<file path="src/fcct_pkg.sv">
// shared types and constants for the four-channel counter/timer
`default_nettype none

package fcct_pkg;

   localparam int CYCLE_W = 12;

   localparam logic [2:0] OP_WRITE   = 3'd0;
   localparam logic [2:0] OP_READ    = 3'd1;
   localparam logic [2:0] OP_ADVANCE = 3'd2;
   localparam logic [2:0] OP_TRIGGER = 3'd3;
   localparam logic [2:0] OP_ACK     = 3'd4;

   localparam int CW_CONTROL    = 0;
   localparam int CW_RESET      = 1;
   localparam int CW_TC_FOLLOWS = 2;
   localparam int CW_TRIG_WAIT  = 3;
   localparam int CW_PRE256     = 5;
   localparam int CW_COUNTER    = 6;
   localparam int CW_IRQ_EN     = 7;

   localparam logic [7:0] VECTOR_MASK = 8'hf8;
   localparam logic [8:0] PRE_LONG    = 9'd256;
   localparam logic [8:0] PRE_SHORT   = 9'd16;

   typedef struct packed {
      logic [2:0]         op;
      logic [1:0]         channel;
      logic [7:0]         wdata;
      logic [CYCLE_W-1:0] cycles;
   } fcct_req_type;

   typedef struct packed {
      logic [7:0] rdata;
      logic       irq_taken;
      logic [7:0] irq_vector;
      logic       irq_request;
   } fcct_rsp_type;

   typedef struct packed {
      logic capture;
      logic exec;
      logic add;
      logic step;
      logic load_out;
   } fcct_cmd_type;

   typedef struct packed {
      logic is_adv;
      logic step_ready;
   } fcct_stat_type;

endpackage

`default_nettype wire

</file>
<file path="src/fcct_ctrl.sv">
// controller state machine: sequences operations and prescaler periods
`default_nettype none

module fcct_ctrl import fcct_pkg::*; #(
   parameter int CHANNELS = 4
) (
   input  wire logic                        clock,
   input  wire logic                        reset,
   input  wire logic                        req_valid,
   output logic                             req_stall,
   output logic                             rsp_valid,
   input  wire logic                        rsp_stall,
   input  wire fcct_stat_type               stat,
   output fcct_cmd_type                     cmd,
   output logic [$clog2(CHANNELS)-1:0]      adv_ch
);

   localparam int CH_W = $clog2(CHANNELS);
   localparam logic [CH_W-1:0] LAST = CH_W'(CHANNELS - 1);

   typedef enum logic [4:0] {
      S_IDLE = 5'b00001,
      S_EXEC = 5'b00010,
      S_ADD  = 5'b00100,
      S_STEP = 5'b01000,
      S_DONE = 5'b10000
   } fcct_state_type;

   fcct_state_type  state_ff, state_in;
   logic [CH_W-1:0] chan_ff, chan_in;
   logic            rsp_valid_ff, rsp_valid_in;

   always_comb begin
      state_in = state_ff;
      chan_in  = chan_ff;
      cmd      = '0;
      unique case (state_ff)
         S_IDLE: begin
            if (req_valid) begin
               cmd.capture = 1'b1;
               state_in    = S_EXEC;
            end
         end
         S_EXEC: begin
            cmd.exec = 1'b1;
            if (stat.is_adv) begin
               chan_in  = '0;
               state_in = S_ADD;
            end else begin
               state_in = S_DONE;
            end
         end
         S_ADD: begin
            cmd.add  = 1'b1;
            state_in = S_STEP;
         end
         S_STEP: begin
            if (stat.step_ready) begin
               cmd.step = 1'b1;
            end else if (chan_ff == LAST) begin
               state_in = S_DONE;
            end else begin
               chan_in  = chan_ff + 1'b1;
               state_in = S_ADD;
            end
         end
         S_DONE: begin
            if (!rsp_valid_ff || !rsp_stall) begin
               cmd.load_out = 1'b1;
               state_in     = S_IDLE;
            end
         end
         default: begin
            state_in = S_IDLE;
         end
      endcase
   end

   assign rsp_valid_in = cmd.load_out || (rsp_valid_ff && rsp_stall);
   assign req_stall    = (state_ff != S_IDLE);
   assign rsp_valid    = rsp_valid_ff;
   assign adv_ch       = chan_ff;

   always_ff @(posedge clock) begin
      if (reset) begin
         state_ff     <= S_IDLE;
         chan_ff      <= '0;
         rsp_valid_ff <= 1'b0;
      end else begin
         state_ff     <= state_in;
         chan_ff      <= chan_in;
         rsp_valid_ff <= rsp_valid_in;
      end
   end

   a_onehot_state: assert property (@(posedge clock) disable iff (reset)
      $onehot(state_ff))
      else $error("state register not one-hot");

   a_capture_to_exec: assert property (@(posedge clock) disable iff (reset)
      (state_ff == S_IDLE && req_valid && !req_stall) |=> (state_ff == S_EXEC))
      else $error("transfer not followed by execute");

   a_step_only_ready: assert property (@(posedge clock) disable iff (reset)
      cmd.step |-> (state_ff == S_STEP && stat.step_ready))
      else $error("prescaler step without a full period");

   a_rsp_drop: assert property (@(posedge clock) disable iff (reset)
      ($fell(rsp_valid_ff) && $past(!reset)) |-> $past(!rsp_stall))
      else $error("result dropped while stalled");

endmodule

`default_nettype wire

</file>
<file path="src/fcct_dp.sv">
// datapath: channel registers, count logic, interrupt priority and result register
`default_nettype none

module fcct_dp import fcct_pkg::*; #(
   parameter int CHANNELS   = 4,
   parameter int CYCLE_BITS = 12
) (
   input  wire logic                        clock,
   input  wire logic                        reset,
   input  wire fcct_req_type                req_data,
   output fcct_rsp_type                     rsp_data,
   input  wire fcct_cmd_type                cmd,
   input  wire logic [$clog2(CHANNELS)-1:0] adv_ch,
   output fcct_stat_type                    stat
);

   localparam int CH_W   = $clog2(CHANNELS);
   localparam int CB_USE = (CYCLE_BITS < CYCLE_W) ? CYCLE_BITS : CYCLE_W;
   localparam int ACC_W  = ((CB_USE > 8) ? CB_USE : 8) + 1;

   logic [7:0]       cw_ff    [CHANNELS];
   logic [7:0]       cw_in    [CHANNELS];
   logic [7:0]       tc_ff    [CHANNELS];
   logic [7:0]       tc_in    [CHANNELS];
   logic [7:0]       dc_ff    [CHANNELS];
   logic [7:0]       dc_in    [CHANNELS];
   logic [ACC_W-1:0] acc_ff   [CHANNELS];
   logic [ACC_W-1:0] acc_in   [CHANNELS];
   logic [ACC_W-1:0] pre_v    [CHANNELS];
   logic [CHANNELS-1:0] await_ff, await_in;
   logic [CHANNELS-1:0] run_ff, run_in;
   logic [CHANNELS-1:0] pend_ff, pend_in;
   logic [CHANNELS-1:0] rdy_v, wr_v, trig_v, cd_v, start_v, stp_v, add_v, clr_v;
   logic [7:0]       vbase_ff, vbase_in;

   fcct_req_type     item_ff;
   fcct_rsp_type     res_ff, res_in;
   fcct_rsp_type     out_ff, out_in;

   logic             ch_ok;
   logic [CH_W-1:0]  sel_ch;
   logic             ack_hit;
   logic [CH_W-1:0]  ack_idx;
   logic             zero0;
   logic [ACC_W-1:0] cyc_ext;
   logic [7:0]       d;

   assign ch_ok   = (32'(item_ff.channel) < CHANNELS);
   assign sel_ch  = CH_W'(item_ff.channel);
   assign cyc_ext = ACC_W'(item_ff.cycles[CB_USE-1:0]);
   assign d       = item_ff.wdata;

   always_comb begin
      ack_hit = 1'b0;
      ack_idx = '0;
      for (int i = CHANNELS - 1; i >= 0; i--) begin
         if (pend_ff[i]) begin
            ack_hit = 1'b1;
            ack_idx = CH_W'(i);
         end
      end
   end

   always_comb begin
      for (int i = 0; i < CHANNELS; i++) begin
         pre_v[i] = cw_ff[i][CW_PRE256] ? ACC_W'(PRE_LONG) : ACC_W'(PRE_SHORT);
         rdy_v[i] = run_ff[i] && !cw_ff[i][CW_COUNTER] && (acc_ff[i] >= pre_v[i]);
      end
   end

   assign stat.step_ready = rdy_v[adv_ch];
   assign stat.is_adv     = (item_ff.op == OP_ADVANCE);

   // channel 0 reaching zero, which cascades a trigger into channel 1
   assign zero0 = (dc_ff[0] == 8'd1) &&
                  ((cmd.exec && item_ff.op == OP_TRIGGER && ch_ok && sel_ch == '0 &&
                    cw_ff[0][CW_COUNTER] && run_ff[0]) ||
                   (cmd.step && adv_ch == '0));

   always_comb begin
      cw_in    = cw_ff;
      tc_in    = tc_ff;
      dc_in    = dc_ff;
      acc_in   = acc_ff;
      await_in = await_ff;
      run_in   = run_ff;
      pend_in  = pend_ff;
      vbase_in = vbase_ff;
      for (int i = 0; i < CHANNELS; i++) begin
         wr_v[i]    = cmd.exec && item_ff.op == OP_WRITE && ch_ok && sel_ch == CH_W'(i);
         trig_v[i]  = (cmd.exec && item_ff.op == OP_TRIGGER && ch_ok &&
                       sel_ch == CH_W'(i)) || (i == 1 && zero0);
         stp_v[i]   = cmd.step && adv_ch == CH_W'(i);
         add_v[i]   = cmd.add && adv_ch == CH_W'(i) && run_ff[i] && !cw_ff[i][CW_COUNTER];
         clr_v[i]   = cmd.exec && item_ff.op == OP_ACK && ack_hit && ack_idx == CH_W'(i);
         cd_v[i]    = (trig_v[i] && cw_ff[i][CW_COUNTER] && run_ff[i]) || stp_v[i];
         start_v[i] = trig_v[i] && !cw_ff[i][CW_COUNTER] && !run_ff[i] &&
                      cw_ff[i][CW_TRIG_WAIT];

         if (wr_v[i]) begin
            if (await_ff[i]) begin
               tc_in[i]    = d;
               dc_in[i]    = d;
               await_in[i] = 1'b0;
               acc_in[i]   = '0;
               run_in[i]   = cw_ff[i][CW_COUNTER] || !cw_ff[i][CW_TRIG_WAIT];
            end else if (d[CW_CONTROL]) begin
               cw_in[i] = d;
               if (d[CW_RESET]) begin
                  run_in[i]  = 1'b0;
                  pend_in[i] = 1'b0;
               end
               if (d[CW_TC_FOLLOWS]) begin
                  await_in[i] = 1'b1;
               end else if (!(d[CW_RESET] || d[CW_COUNTER] || d[CW_TRIG_WAIT])) begin
                  run_in[i] = 1'b1;
               end
            end else if (i == 0) begin
               vbase_in = d & VECTOR_MASK;
            end
         end
         if (cd_v[i]) begin
            if (dc_ff[i] == 8'd1) begin
               dc_in[i] = tc_ff[i];
               if (cw_ff[i][CW_IRQ_EN]) begin
                  pend_in[i] = 1'b1;
               end
            end else begin
               dc_in[i] = dc_ff[i] - 8'd1;
            end
         end
         if (start_v[i]) begin
            run_in[i] = 1'b1;
            dc_in[i]  = tc_ff[i];
            acc_in[i] = '0;
         end
         if (stp_v[i]) begin
            acc_in[i] = acc_ff[i] - pre_v[i];
         end
         if (add_v[i]) begin
            acc_in[i] = acc_ff[i] + cyc_ext;
         end
         if (clr_v[i]) begin
            pend_in[i] = 1'b0;
         end
      end
   end

   always_comb begin
      res_in             = '0;
      res_in.rdata       = (item_ff.op == OP_READ && ch_ok) ? dc_ff[sel_ch] : 8'd0;
      res_in.irq_taken   = (item_ff.op == OP_ACK) && ack_hit;
      res_in.irq_vector  = res_in.irq_taken ? (vbase_ff | (8'(ack_idx) << 1)) : 8'd0;
      out_in             = res_ff;
      out_in.irq_request = |pend_ff;
   end

   always_ff @(posedge clock) begin
      if (reset) begin
         for (int i = 0; i < CHANNELS; i++) begin
            cw_ff[i]  <= '0;
            tc_ff[i]  <= '0;
            dc_ff[i]  <= '0;
            acc_ff[i] <= '0;
         end
         await_ff <= '0;
         run_ff   <= '0;
         pend_ff  <= '0;
         vbase_ff <= '0;
      end else begin
         cw_ff    <= cw_in;
         tc_ff    <= tc_in;
         dc_ff    <= dc_in;
         acc_ff   <= acc_in;
         await_ff <= await_in;
         run_ff   <= run_in;
         pend_ff  <= pend_in;
         vbase_ff <= vbase_in;
      end
   end

   always_ff @(posedge clock) begin
      if (cmd.capture) begin
         item_ff <= req_data;
      end
      if (cmd.exec) begin
         res_ff <= res_in;
      end
      if (cmd.load_out) begin
         out_ff <= out_in;
      end
   end

   assign rsp_data = out_ff;

   a_ack_clears: assert property (@(posedge clock) disable iff (reset)
      (cmd.exec && item_ff.op == OP_ACK && ack_hit) |=> !pend_ff[$past(ack_idx)])
      else $error("acknowledged interrupt still pending");

   a_acc_bound: assert property (@(posedge clock) disable iff (reset)
      cmd.step |-> (acc_ff[adv_ch] >= pre_v[adv_ch]))
      else $error("prescaler accumulator underflow");

   a_cascade_ch0: assert property (@(posedge clock) disable iff (reset)
      zero0 |-> (cd_v[0] && dc_ff[0] == 8'd1))
      else $error("cascade without channel 0 reaching zero");

endmodule

`default_nettype wire

</file>
<file path="src/four_channel_counter_timer.sv">
// four-channel counter/timer with vectored interrupt acknowledge
// write, read, trigger and acknowledge go through the execute and done states; the result is registered on leaving done
// advance goes through execute, then an add and a step state for each channel, then done
// a new request is taken only in idle, once the last item has left its execute and done states
// an advance walks the channels in order, one prescaler period per cycle through a shared step
// reset is synchronous and active high, clears all channel state, nothing else to sweep
`default_nettype none

module four_channel_counter_timer import fcct_pkg::*; #(
   parameter int CHANNELS   = 4,
   parameter int CYCLE_BITS = 12
) (
   input  wire logic         clock,
   input  wire logic         reset,
   input  wire logic         req_valid,
   output logic              req_stall,
   input  wire fcct_req_type req_data,
   output logic              rsp_valid,
   input  wire logic         rsp_stall,
   output fcct_rsp_type      rsp_data
);

   fcct_cmd_type                cmd;
   fcct_stat_type               stat;
   logic [$clog2(CHANNELS)-1:0] adv_ch;

   fcct_ctrl #(
      .CHANNELS (CHANNELS)
   ) u_ctrl (
      .clock     (clock),
      .reset     (reset),
      .req_valid (req_valid),
      .req_stall (req_stall),
      .rsp_valid (rsp_valid),
      .rsp_stall (rsp_stall),
      .stat      (stat),
      .cmd       (cmd),
      .adv_ch    (adv_ch)
   );

   fcct_dp #(
      .CHANNELS   (CHANNELS),
      .CYCLE_BITS (CYCLE_BITS)
   ) u_dp (
      .clock    (clock),
      .reset    (reset),
      .req_data (req_data),
      .rsp_data (rsp_data),
      .cmd      (cmd),
      .adv_ch   (adv_ch),
      .stat     (stat)
   );

endmodule

`default_nettype wire
</file>
<file path="config.mk">
export PLATFORM = sky130hd
export DESIGN_NAME = four_channel_counter_timer
export DESIGN_NICKNAME = d
export VERILOG_FILES = /design/src/fcct_pkg.sv /design/src/fcct_ctrl.sv /design/src/fcct_dp.sv /design/src/four_channel_counter_timer.sv
export SDC_FILE = /design/constraint.sdc
export NUM_CORES = 1
export LEC_CHECK = 0
export BUFFER_PORTS_ARGS = -buffer_cell sky130_fd_sc_hd__buf_2
export CAP_MARGIN = 25
export CORE_MARGIN = 2
export CORE_UTILIZATION = 45
export CTS_BUF_LIST = sky130_fd_sc_hd__clkbuf_16
export CTS_CLUSTER_SIZE = 16
export DETAILED_ROUTE_END_ITERATION = 12
export GPL_TIMING_DRIVEN = 0
export PLACE_DENSITY = 0.6
export RECOVER_POWER = 100
export SETUP_SLACK_MARGIN = 0.05
export SLEW_MARGIN = 30
export SYNTH_ARGS = -nofsm -noshare
export SYNTH_HDL_FRONTEND = slang
export SYNTH_HIERARCHICAL = 1
export SYNTH_SLANG_ARGS = --single-unit
</file>
<file path="constraint.sdc">
create_clock -name clock -period 4 [get_ports clock]
set_input_delay 0.4 -clock clock [delete_from_list [all_inputs] [get_ports clock]]
set_output_delay 0.4 -clock clock [all_outputs]
set_load 0.02 [all_outputs]
</file>
# Word level (Yosys, flattened, before mapping)
# Index checks and enable logic that the tools add are counted.
[word_totals]
regBits = 233
input_bits = 29
output_inout_bits = 20
word_cells = 381
[op_classes]
n_addsub = 13
magnitude_cmp = 6
n_eq_ne = 28
muxes = 137
n_bitwise = 7
reduce_logical = 147
[ops]
columns = ["operator", "count"]
rows = [
  ["13-bit two-way mux", 20],
  ["8-bit two-way mux", 22],
  ["1-bit two-way mux", 75],
  ["1-bit logical AND", 63],
  ["13-bit by 12-bit adder with 13-bit output", 4],
  ["13-bit >= comparator", 4],
  ["13-bit subtractor", 4],
  ["9-bit two-way mux", 4],
  ["3-bit nonzero test", 12],
  ["8-bit by 1-bit equality test with 1-bit output, second input constant", 4],
  ["2-bit AND reduction", 16],
  ["4-bit nonzero test", 8],
  ["8-bit by 1-bit subtractor with 8-bit output, second input constant", 4],
  ["5-bit two-way mux", 5],
  ["5-bit one-hot mux with 5 select lines", 1],
  ["3-bit AND reduction", 6],
  ["8-bit binary-select mux with 2-bit select", 1],
  ["1-bit zero test", 14],
  ["2-bit two-way mux", 7],
  ["1-bit logical OR", 13],
  ["2-bit equality test, second input constant", 6],
  ["2-bit nonzero test", 5],
  ["2-bit != test, second input constant", 4],
  ["8-bit by 3-bit bitwise OR with 8-bit output", 1],
  ["23 further kinds", 35],
]

# Depth between registers and ports, before layout
# Gate-level depths: netlist of run 1.
[depth]
word_depth = 17
depth_mapped = 18
depth_no_buf = 15

# Modules after synthesis
# Netlist of run 1, hierarchy kept.
[by_module_without_submodules]
columns = ["module", "n_inst", "cells_per_inst", "area_per_inst_um2", "seq_area_each_um2"]
rows = [
  ["fcct_dp", 1, 1404, 12478.2, 4724.5],
  ["fcct_ctrl", 1, 51, 449.2, 160.2],
]

# Least setup slack after synthesis of run 1
# Ideal clock, no wire load.
[synth_timing]
path_kind = "register -> register"
startpoint = "register u_dp/cw_ff[29] in the netlist's numbering"
endpoint = "register u_dp/dc_ff[14] in the netlist's numbering"
setup_ns = 0.134
arrival_ns = 3.700
required_ns = 3.866
path_slack_ns = 0.166
path_stages_with_launch = 16
path_buffers = 1
period_less_slack_ns = 3.834
cell_sequence = "dfxtp_1 > inv_1 > ha_1 > or4b_4 > a211o_1 > or4b_1 > a41oi_1 > nand3_1 > and2_1 > clkbuf_2 > and3b_1 > a41o_1 > a31oi_1 > inv_1 > a221oi_1 > a211oi_1"
[synth_lines]
columns = ["item", "line", "rtl"]
rows = [
  ["from (decl)", "fcct_dp.sv:21", "logic [7:0] cw_ff [CHANNELS];"],
  ["from (signal assigned)", "fcct_dp.sv:171", "cw_ff <= cw_in;"],
  ["to (signal assigned)", "fcct_dp.sv:173", "dc_ff <= dc_in;"],
  ["to (decl)", "fcct_dp.sv:25", "logic [7:0] dc_ff [CHANNELS];"],
]

==> reports/metrics.yaml, run 1 <==
logic_synthesis:
  synthXorXnorAreaFrac_pct: 2.91
  synth_compound_area_share_pct: 23.6
  synth_top_family_by_area: "compound AO/OA/AOI/OAI gates"
  syn_area_um2: 12900
  ys_seq_area_share_pct: 37.8
  synth-adder-area-share_pct: 7.30
  synthArstFlopShare_pct: 0
  ys.flop_type: "dfxtp_1"
  synth-edff-count: 58
  ys_warn_count: 6
  synth_nets: 1557
  synth_area_per_cell_um2: 8.88
  synth.distinct_cells: 110
  synthMuxAreaShare_pct: 3.33
  synth-seq-cells: 215
  synthesis.instances: 1455
  yosys.area_share.simple_pct: 21.6
sta:
  post-route-period-util_pct: 96.9
  finalSetupViolCount: 0
  worst_clock_skew_ns: 0.0151
  hold_violations: 0
  worstMarginPinSlew_ns: 1.31
  timing.fmax_ghz: 0.258
  drv_slew: 0
  slew_headroom_pct: 12.4
  min_period_ns: 3.88
  rsz0062_at_grt: "yes"
  finalWorstSetupSlack_ns: 0.124
power:
  p_int_mw: 3.85
  clockPowerShare_pct: 47.7
  power_frac_comb_pct: 6.7
  power.net_switching_mw: 1.24
  p_leak_nw: 5.74
  seqPwrFrac_pct: 45.6
  swShare_pct: 24.4
  power-per-cell-area_nw_per_um2: 343
  ir_drop_v: 0.000322
  totalPowerFinal_mw: 5.09
final_layout:
  fin_nets: 1646
  drive_above_1_share_pct: 11.4
  area_growth_pct: 14.8
  fin_util_pct: 52.1
worst_setup_path:
  start_kind: "flop"
  cp.arrival_ns: 4.33
  crit_type: "flop to flop"
  end_kind: "flop"
  cp_max_fo: 7
  required_ns: 4.45
placed_design:
  hpwl_um: 28800
  place_congestion: 0.936
  port_buffers: 47
  dp_slack_ns: -0.982
worst_hold_path:
  hold_class: "input port to flop"
drt:
  dr.pass1.iters: 5
  wl_um: 39700
  wl_per_cell_um: 20.4
  drtIter0Drc: 1033
  drtAntennaViolNets: 0
  drc_errors: 0
  vias: 11900
  via_per_inst: 6.11
die:
  rows: 62
  die_y_um: 173
  die_x_um: 173
  die-area_um2: 30100
  initial_utilization_pct: 45.4
  io_pins: 49
  coreArea_um2: 28500
clock_tree:
  htree_num_levels: 1
  cts_tree: "done"
  cts_root_buf: "clkbuf_16"
  clk_pin_slew_worst_paths_ns: 0.06
  clk_path_buf_depth: 3
  cts_made_buffers: 26
  insertion_delay_ns: 0.54
  clock_sinks: 215
  postCtsHoldBufs: 0
global_routing:
  grt_max_degree: 24
  gr-total-overflow: 0
  antenna_found_initial: 1
  grt_usage_pct: 25.7
  grt_pass1_wl_um: 61700
  grt_pass1_vias: 11200
run:
  drv_cap: 0
run_status:
  status: "complete, no violations"
[cell type report]
cell class	count	area (µm²)
clock inverter	21	204
sequential	215	4890
inverter	42	158
clock buffer	27	676
multi-input combinational	1136	7830
buffer	60	282
timing repair buffer	63	328
tap	384	480
fill	2700	13600
antenna	1	2.50
[power by group through the flow]
| stage | sequential, mW | clock, mW | combinational, mW |
|---|---|---|---|
| floorplan | 2.34 | 0 | 0.215 |
| global placement | 2.37 | 0 | 0.326 |
| detailed placement | 2.37 | 0 | 0.342 |
| CTS | 2.32 | 2.48 | 0.345 |
| global route | 2.33 | 2.56 | 0.368 |
| finish | 2.32 | 2.43 | 0.339 |
[flip-flops by register name, indices dropped and copies added (netlist names)]
register          count
u_dp/sel_ch           2
u_dp/item_ff          3
u_dp/out_in          16
u_dp/tc_ff           32
u_dp/acc_ff          52
u_dp/rsp_data        17
u_dp/await_ff         4
u_dp/dc_ff           32
u_ctrl/adv_ch         2
u_dp/pend_ff          4
u_dp/cyc_ext         12
u_dp/run_ff           4
u_dp/d                8
u_ctrl/state_ff       5
u_dp/cw_ff           16
u_ctrl/rsp_valid      1
u_dp/vbase_ff         5
[metal layers]
metal | vias to the layer above | share of wire (%) | global-route usage (%)
li1 | 5677 | - | -
met1 | 5588 | 44 | 36.2
met2 | 527 | 43 | 39.8
met3 | 107 | 8.3 | 4.39
met4 | 0 | 4.0 | 9.50
met5 | - | 0 | 0
[logic make-up after synthesis]
logic type,after synthesis
simple gates,537
compound gates,446
xor+xnor,43
other cells,1
fa+ha+maj,73
buf+inv,107
flops,215
mux,33
[critical path, cell delays in order (launching register included)]
cell	delay, ns
dfxtp_2	0.32
inv_2	0.08
ha_4	0.14
or4b_4	0.47
a211o_1	0.34
or4b_4	0.57
a41oi_4	0.19
nand3_2	0.14
and2_4	0.22
nor3b_4	0.18
a41oi_2	0.19
buf_6	0.15
buf_4	0.12
o21ai_4	0.12
a21oi_4	0.26
o21ai_0	0.12
a31oi_1	0.18
[cell usage in the layout (no fill, tap or decap), types with 12 or more instances in the layout]
cell / n
nor3b_1: 12
a22oi_1: 19
dfxtp_1: 156
o211ai_1: 22
nor4_1: 13
a31oi_1: 21
o21ai_0: 59
nand3_1: 37
ha_1: 68
mux2i_1: 25
and3_1: 12
nor3_1: 41
inv_1: 44
buf_2: 32
o22ai_1: 16
a21o_1: 21
clkbuf_1: 62
nor2b_1: 18
nand2_1: 115
a211oi_1: 28
clkbuf_16: 27
buf_4: 15
nor2_1: 176
or3_1: 12
o21bai_1: 13
xnor2_1: 22
a21oi_1: 121
edfxtp_1: 58
xor2_1: 21
[cells in the mapped netlist, types with 23 or more instances]
cell      instances  area [µm²]
a21oi_1         122         611
nor3_1           40         200
ha_1             69         863
o21ai_0          58         290
mux2i_1          25         250
edfxtp_1         58        1740
a31oi_1          23         144
nor2_1          177         664
inv_1            41         154
nand3_1          38         190
nand2_1         115         432
clkbuf_1         43         161
dfxtp_1         157        3140
a211oi_1         29         218
[path summary, 6_finish.rpt]
path | slack [ns] | start | endpoint | depth (start not counted)
worst min register to register | 0.42 | u_dp/out_in[15] | u_dp/rsp_data[15] | 0
worst max register to register | 0.12 | u_dp/cw_ff[29] | u_dp/acc_ff[35] | 16
worst max-delay path | 0.12 | u_dp/cw_ff[29] | u_dp/acc_ff[35] | 16
worst min-delay path | 0.04 | req_data[16] | u_dp/d[4] | 1
[timing repair]
| action | in CTS | in global routing |
|---|---|---|
| endpoints found under the setup margin | 86 | 47 |
| gates resized for setup | 36 | 21 |
| cloned | 1 | 2 |
| pin swaps | 9 | 11 |
| setup buffers | 10 | 4 |
[through the flow]
step / cells / hold slack, ns / TNS [ns] / area [µm²]
after detailed placement: 1888 / 0.405 / -46.65 / 13700
after global placement: 1886 / 0.401 / -46.73 / 13600
after CTS: 1945 / 0.0188 / 0 / 14800
after global routing: 1948 / 0.0243 / 0 / 14800
final: 1949 / 0.0395 / 0 / 14800
after floorplan: 1455 / 0.400 / 0 / 12900
No activity file was read; power rests on OpenSTA's default activity.
==> inputs of run 2 (changes only) <==
--- a/config.mk
+++ b/config.mk
@@ -15,6 +15,5 @@
 export GPL_TIMING_DRIVEN = 0
-export PLACE_DENSITY = 0.6
+export PLACE_DENSITY = 0.58
 export RECOVER_POWER = 100
 export SETUP_SLACK_MARGIN = 0.05
-export SLEW_MARGIN = 30
 export SYNTH_ARGS = -nofsm -noshare
==> constraint.sdc (replaced) <==
create_clock -name clock -period 4.95 [get_ports clock]
set_input_delay 0.2475 -clock clock [delete_from_list [all_inputs] [get_ports clock]]
set_output_delay 0.2475 -clock clock [all_outputs]
set_load 0.02 [all_outputs]
==> run 2 against run 1 <==
Clock power shrank 22%. Via count decreased by 1.1%. Cell count increased by 0.82%. Non-clock buffer count up 21. Largest power group unchanged. Critical endpoint is now u_dp/dc_ff[19]. Core utilization decreased by 0.38 points. The run now ends with negative hold slack left.
==> reports/metrics.yaml, run 2 (same netlist as run 1, synthesis figures left out) <==
run_status:
  status: "finished, violations left"  # was complete, no violations
  violations: "negative hold slack"
die:
  coreArea_um2: 28500  # unchanged
  rows: 62  # unchanged
  die_x_um: 173  # unchanged
  die-area_um2: 30100  # unchanged
  initial_utilization_pct: 45.4  # unchanged
  die_y_um: 173  # unchanged
  io_pins: 49  # unchanged
global_routing:
  grt_pass1_wl_um: 62600  # was 61700 µm
  use_met3_pct: 3.31  # was 4.39%
  grt_pass1_vias: 11300  # was 11200
  grt_usage_pct: 26.2  # was 25.7%
  top_usage_layer: "met2"  # unchanged
  use_met2_pct: 43.2  # was 39.8%
  gr-total-overflow: 0  # unchanged
  grt_max_degree: 24  # unchanged
  antenna_found_initial: 0  # was 1
  grt_util_met1_pct: 34.1  # was 36.2%
sta:
  timing.fmax_ghz: 0.214  # was 0.258 GHz
  rsz0062_at_grt: "no"  # was yes
  post-route-period-util_pct: 94.3  # was 96.9%
  slew_headroom_pct: 22.0  # was 12.4%
  finalSetupViolCount: 0  # unchanged
  hold_ws_ns: -0.0272  # was 0.0395 ns
  worst_clock_skew_ns: 0.0183  # was 0.0151 ns
  drv_slew: 0  # unchanged
  fin_setup_tns_ns: 0  # unchanged
  worstMarginPinSlew_ns: 1.17  # was 1.31 ns
  hold_violations: 1  # was 0
  min_period_ns: 4.67  # was 3.88 ns
final_layout:
  area_growth_pct: 14.0  # was 14.8%
  fin_util_pct: 51.7  # was 52.1%
  fin_nets: 1664  # was 1646
  largest_reg_flops: 52  # unchanged
  top_register: "u_dp/acc_ff"  # unchanged
  n_antenna_cell: 0  # was 1
  mostFrequentLayoutCell: "nor2_1"  # unchanged
  most-common-layout-cells: "nor2_1 (177), dfxtp_1 (157), a21oi_1 (121)"  # was nor2_1 (176), dfxtp_1 (156), a21oi_1 (121)
  reg.largest.list: "u_dp/acc_ff (52), u_dp/dc_ff (32), u_dp/tc_ff (32)"  # unchanged
  drive_above_1_share_pct: 9.11  # was 11.4%
worst_setup_path:
  start_kind: "flop"  # unchanged
  slowest_stage: "or4b_1"  # was or4b_4
  cp.arrival_ns: 5.12  # was 4.33 ns
  path_cells: "inv_1 > ha_1 > or4b_4 > a211o_1 > or4b_1 > a41oi_2 > nand3_2 > and2_0 > clkbuf_2 > nor3b_1 > a41oi_2 > clkbuf_4 > o31ai_2 > buf_2 > o221ai_1 > o211ai_1 > a21oi_1"  # was inv_2 > ha_4 > or4b_4 > a211o_1 > or4b_4 > a41oi_4 > nand3_2 > and2_4 > nor3b_4 > a41oi_2 > buf_6 > buf_4 > o21ai_4 > a21oi_4 > o21ai_0 > a31oi_1
  cp_max_fo: 10  # was 7
  critical-path-max-stage-delay_ns: 0.55  # was 0.57 ns
  crit_type: "flop to flop"  # unchanged
  required_ns: 5.40  # was 4.45 ns
  crit_top_cell: "a41oi_2"  # was or4b_4
  end_kind: "flop"  # unchanged
clock_tree:
  cts_tree: "done"  # unchanged
  insertion_delay_ns: 0.54  # about the same
  cts_root_buf: "clkbuf_16"  # unchanged
  clk_pin_slew_worst_paths_ns: 0.06  # about the same
  clk_path_buf_depth: 3  # unchanged
  htree_num_levels: 1  # unchanged
  clock_sinks: 215  # unchanged
  cts_made_buffers: 26  # unchanged
drt:
  via_per_inst: 5.99  # was 6.11
  wl_per_cell_um: 20.2  # was 20.4 µm
  drtAntennaViolNets: 0  # unchanged
  vias: 11800  # was 11900
  wl_um: 39700  # about the same
  drtIter0Drc: 1107  # was 1033
  drc_errors: 0  # unchanged
  dr.pass1.iters: 6  # was 5
power:
  power-per-cell-area_nw_per_um2: 275  # was 343 nW/µm²
  totalPowerFinal_mw: 4.05  # was 5.09 mW
  p_leak_nw: 5.73  # was 5.74 nW
  ir_drop_v: 0.000218  # was 0.000322 V
placed_design:
  port_buffers: 47  # unchanged
  hpwl_um: 29400  # was 28800 µm
  place_congestion: 0.899  # was 0.936
worst_hold_path:
  hold_class: "input port to flop"  # unchanged
run:
  drv_cap: 0  # unchanged
==> run 2: layer usage <==
metal | up-vias | share of wire (%)
li1 | 5724 | -
met1 | 5565 | 44
met2 | 379 | 46
met3 | 101 | 5.3
met4 | 0 | 5.2
met5 | - | 0
==> run 2: per-stage QoR <==
step	setup WS [ns]	instances	cell area, µm²
5_1_grt	0.0420	1965	14700
4_1_cts	0.111	1963	14800
3_5_place_dp	-0.166	1889	13700
3_3_place_gp	-0.143	1886	13600
2_1_floorplan	1.12	1455	12900
6_report	0.281	1965	14700
==> run 2: repair_timing <==
action                                 4_1_cts  5_1_grt
setup endpoints to repair                   17       41
cloned                                       0        0
resized for setup                            3        4
pin swaps                                    1        0
buffers inserted                             1        1
endpoints found under the hold margin       29        0
hold buffers                                26        0
==> run 2: worst max-delay path, delay by kind of cell (launching register included) <==
family          cells  cell delay (ns)
simple gates        5             1.67
compound gates      7             1.62
buf+inv             4             0.75
flops               1             0.32
fa+ha+maj           1             0.21
==> run 2: report_power, final <==
part / total [mW] / internal [mW] / switching (mW)
Combinational: 0.283 / 0.0972 / 0.186
Clock: 1.89 / 1.11 / 0.774
Sequential: 1.88 / 1.83 / 0.0422
Total: 4.05 / 3.05 / 1.00
==> run 2: cell type report <==
class	instances	area (µm²)
inverters	42	158
clock buffers	26	651
flip-flops and latches	215	4880
multi-input cells	1133	7570
repair buffers	79	502
plain buffers	65	289
clock inverters	21	195
well taps	384	480
fillers	2766	13700
==> run 2: worst paths after layout <==
| path | start | endpoint | slack, ns | cells after the start |
|---|---|---|---|---|
| max | u_dp/cw_ff[29] | u_dp/dc_ff[19] | 0.28 | 17 |
| min | req_valid | u_ctrl/state_ff[1] | -0.03 | 3 |
| max reg2reg | u_dp/cw_ff[29] | u_dp/dc_ff[19] | 0.28 | 17 |
| min reg2reg | u_dp/out_in[9] | u_dp/rsp_data[9] | 0.42 | 0 |
==> inputs of run 3 (changes only) <==
SETUP_SLACK_MARGIN = default   (was 0.05)
clock period = 5.27 ns   (was 4.95 ns; I/O delays follow)
==> run 3 against run 2 <==
The run ends with negative hold slack, max-capacitance violations, max-slew violations left. Worst hold slack gained 0.018 ns. Register-to-register slack improved by 0.05 ns. Power shrank 6.2%. Setup slack better by 0.051 ns. Core utilization fell by 0.22 points. First-iteration DRC count is 1.2% lower. Via count fell by 0.38%. Routed wire length down 0.11%. Critical endpoint is now u_dp/acc_ff[29]. Highest routed layer unchanged.
==> reports/metrics.yaml, run 3 (same netlist as run 1, synthesis figures left out) <==
run_status:
  status: "finished, violations left"  # unchanged
  violations: "negative hold slack, max-capacitance violations, max-slew violations"  # was negative hold slack
clock_tree:
  cts_root_buf: "clkbuf_16"  # unchanged
  clk_pin_slew_worst_paths_ns: 0.06  # about the same
  htree_num_levels: 1  # unchanged
  clk_path_buf_depth: 3  # unchanged
  insertion_delay_ns: 0.54  # about the same
  cts_tree: "done"  # unchanged
  cts_made_buffers: 26  # unchanged
  clock_sinks: 215  # unchanged
worst_setup_path:
  cp_max_fo: 8  # was 10
  start_kind: "flop"  # unchanged
  cp.arrival_ns: 5.41  # was 5.12 ns
  required_ns: 5.75  # was 5.40 ns
  end_kind: "flop"  # unchanged
  crit_type: "flop to flop"  # unchanged
  reg2regPathDepth: 16  # was 17
global_routing:
  grt_usage_pct: 26.1  # was 26.2%
  grt_max_degree: 24  # unchanged
  grt_pass1_wl_um: 62500  # was 62600 µm
  grt_pass1_vias: 11200  # was 11300
  antenna_found_initial: 0  # unchanged
  gr-total-overflow: 0  # unchanged
drt:
  via_per_inst: 5.97  # was 5.99
  wl_per_cell_um: 20.2  # about the same
  drtIter0Drc: 1094  # was 1107
  drc_errors: 0  # unchanged
  wl_um: 39700  # about the same
  drtAntennaViolNets: 0  # unchanged
  dr.pass1.iters: 5  # was 6
  vias: 11700  # was 11800
die:
  die_y_um: 173  # unchanged
  initial_utilization_pct: 45.4  # unchanged
  rows: 62  # unchanged
  die-area_um2: 30100  # unchanged
  coreArea_um2: 28500  # unchanged
  io_pins: 49  # unchanged
  die_x_um: 173  # unchanged
sta:
  timing.fmax_ghz: 0.203  # was 0.214 GHz
  slew_headroom_pct: -38.1  # was 22.0%
  finalSetupViolCount: 0  # unchanged
  min_period_ns: 4.94  # was 4.67 ns
  post-route-period-util_pct: 93.7  # was 94.3%
  hold_ws_ns: -0.00939  # was -0.0272 ns
  worstMarginPinSlew_ns: 2.04  # was 1.17 ns
  rsz0062_at_grt: "no"  # unchanged
  drv_slew: 10  # was 0
  finalWorstSetupSlack_ns: 0.332  # was 0.281 ns
  worst_clock_skew_ns: 0.0157  # was 0.0183 ns
  fin_setup_tns_ns: 0  # unchanged
  hold_violations: 1  # unchanged
placed_design:
  dp_slack_ns: 0.154  # was -0.166 ns
  hpwl_um: 29400  # unchanged
  postPlaceCellArea_um2: 13700  # unchanged
  dp_cells: 1889  # unchanged
  place_congestion: 0.899  # unchanged
  port_buffers: 47  # unchanged
final_layout:
  reg.largest.list: "u_dp/acc_ff (52), u_dp/dc_ff (32), u_dp/tc_ff (32)"  # unchanged
  mostFrequentLayoutCell: "nor2_1"  # unchanged
  n_antenna_cell: 0  # unchanged
  fin_nets: 1663  # was 1664
  layoutNonFillerInstCount: 1964  # was 1965
  area_growth_pct: 13.5  # was 14.0%
  most-common-layout-cells: "nor2_1 (177), dfxtp_1 (157), a21oi_1 (121)"  # unchanged
  final_cell_area_um2: 14700  # about the same
  largest_reg_flops: 52  # unchanged
  top_register: "u_dp/acc_ff"  # unchanged
  drive_above_1_share_pct: 8.42  # was 9.11%
worst_hold_path:
  hold_depth: 3  # unchanged
  hold_class: "input port to flop"  # unchanged
power:
  power-per-cell-area_nw_per_um2: 259  # was 275 nW/µm²
  clockPowerShare_pct: 46.6  # was 46.7%
  p_leak_nw: 5.69  # was 5.73 nW
  power.net_switching_mw: 0.937  # was 1.00 mW
  ir_drop_v: 0.000205  # was 0.000218 V
  swShare_pct: 24.7  # was 24.8%
  power_frac_comb_pct: 7.0  # about the same
  p_int_mw: 2.86  # was 3.05 mW
  seqPwrFrac_pct: 46.4  # about the same
run:
  drv_cap: 1  # was 0
==> run 3: cell types whose count changed in the layout (fill, tap and decap cells not counted), sizes merged <==
cell / before / now
clkbuf: 103 / 104
buf: 41 / 39
==> run 3: what timing repair did <==
item                                    4_1_cts  5_1_grt
endpoints found under the setup margin        0       19
hold endpoints to repair                     27        0
hold buffers                                 26        0
resized for setup                             0        2
setup buffers                                 0        1
==> run 3: routing by layer <==
metal	vias up	track usage, %	wire length (µm)
li1	5719	-	-
met1	5534	34.1	17500
met2	363	43.1	18100
met3	108	3.31	2060
met4	0	12.4	2100
met5	-	0	0
==> run 3: cell type report <==
type | count | area, µm²
buffer | 65 | 278
clock buffer | 26 | 651
clock inverter | 21 | 195
fill | 2772 | 13800
inverter | 42 | 158
multi-input combinational | 1133 | 7530
sequential | 215 | 4880
tap | 384 | 480
timing repair buffer | 78 | 492
==> run 3: path summary, 6_finish.rpt <==
kind	slack [ns]	end	from
min reg2reg	0.42	u_dp/rsp_data[5]	u_dp/out_in[5]
min	-0.009	u_ctrl/state_ff[1]	req_valid
max reg2reg	0.33	u_dp/acc_ff[29]	u_dp/cw_ff[29]
max	0.33	u_dp/acc_ff[29]	u_dp/cw_ff[29]
==> run 3: power groups by stage <==
stage                     Clock, mW  Combinational (mW)  Sequential (mW)
after detailed placement          0               0.257             1.80
after global routing           1.88               0.290             1.76
after floorplan                   0               0.163             1.78
after global placement            0               0.247             1.80
after CTS                      1.82               0.273             1.76
final                          1.77               0.265             1.76
==> run 3: critical path, stage by stage, from the launching register on <==
cell and delay (ns):
dfxtp_1 0.31, inv_1 0.12, ha_1 0.21, or4b_4 0.49, a211o_1 0.37, or4b_1 0.54, a41oi_1 0.34, nand3_1 0.26
and2_0 0.26, clkbuf_2 0.20, nor3b_1 0.24, a41oi_2 0.32, o21a_2 0.30, o21ai_0 0.20, a211oi_2 0.23, clkbuf_1 0.28
a22o_1 0.19
==> run 3: metrics by stage <==
step                      utilization, %  total power [mW]  hold slack, ns
after floorplan                        -              1.94           0.333
after global placement              47.9              2.05           0.401
after detailed placement            48.1              2.06           0.405
after CTS                           52.0              3.85          0.0331
after global routing                51.5              3.93         0.00744
final                               51.5              3.80        -0.00939
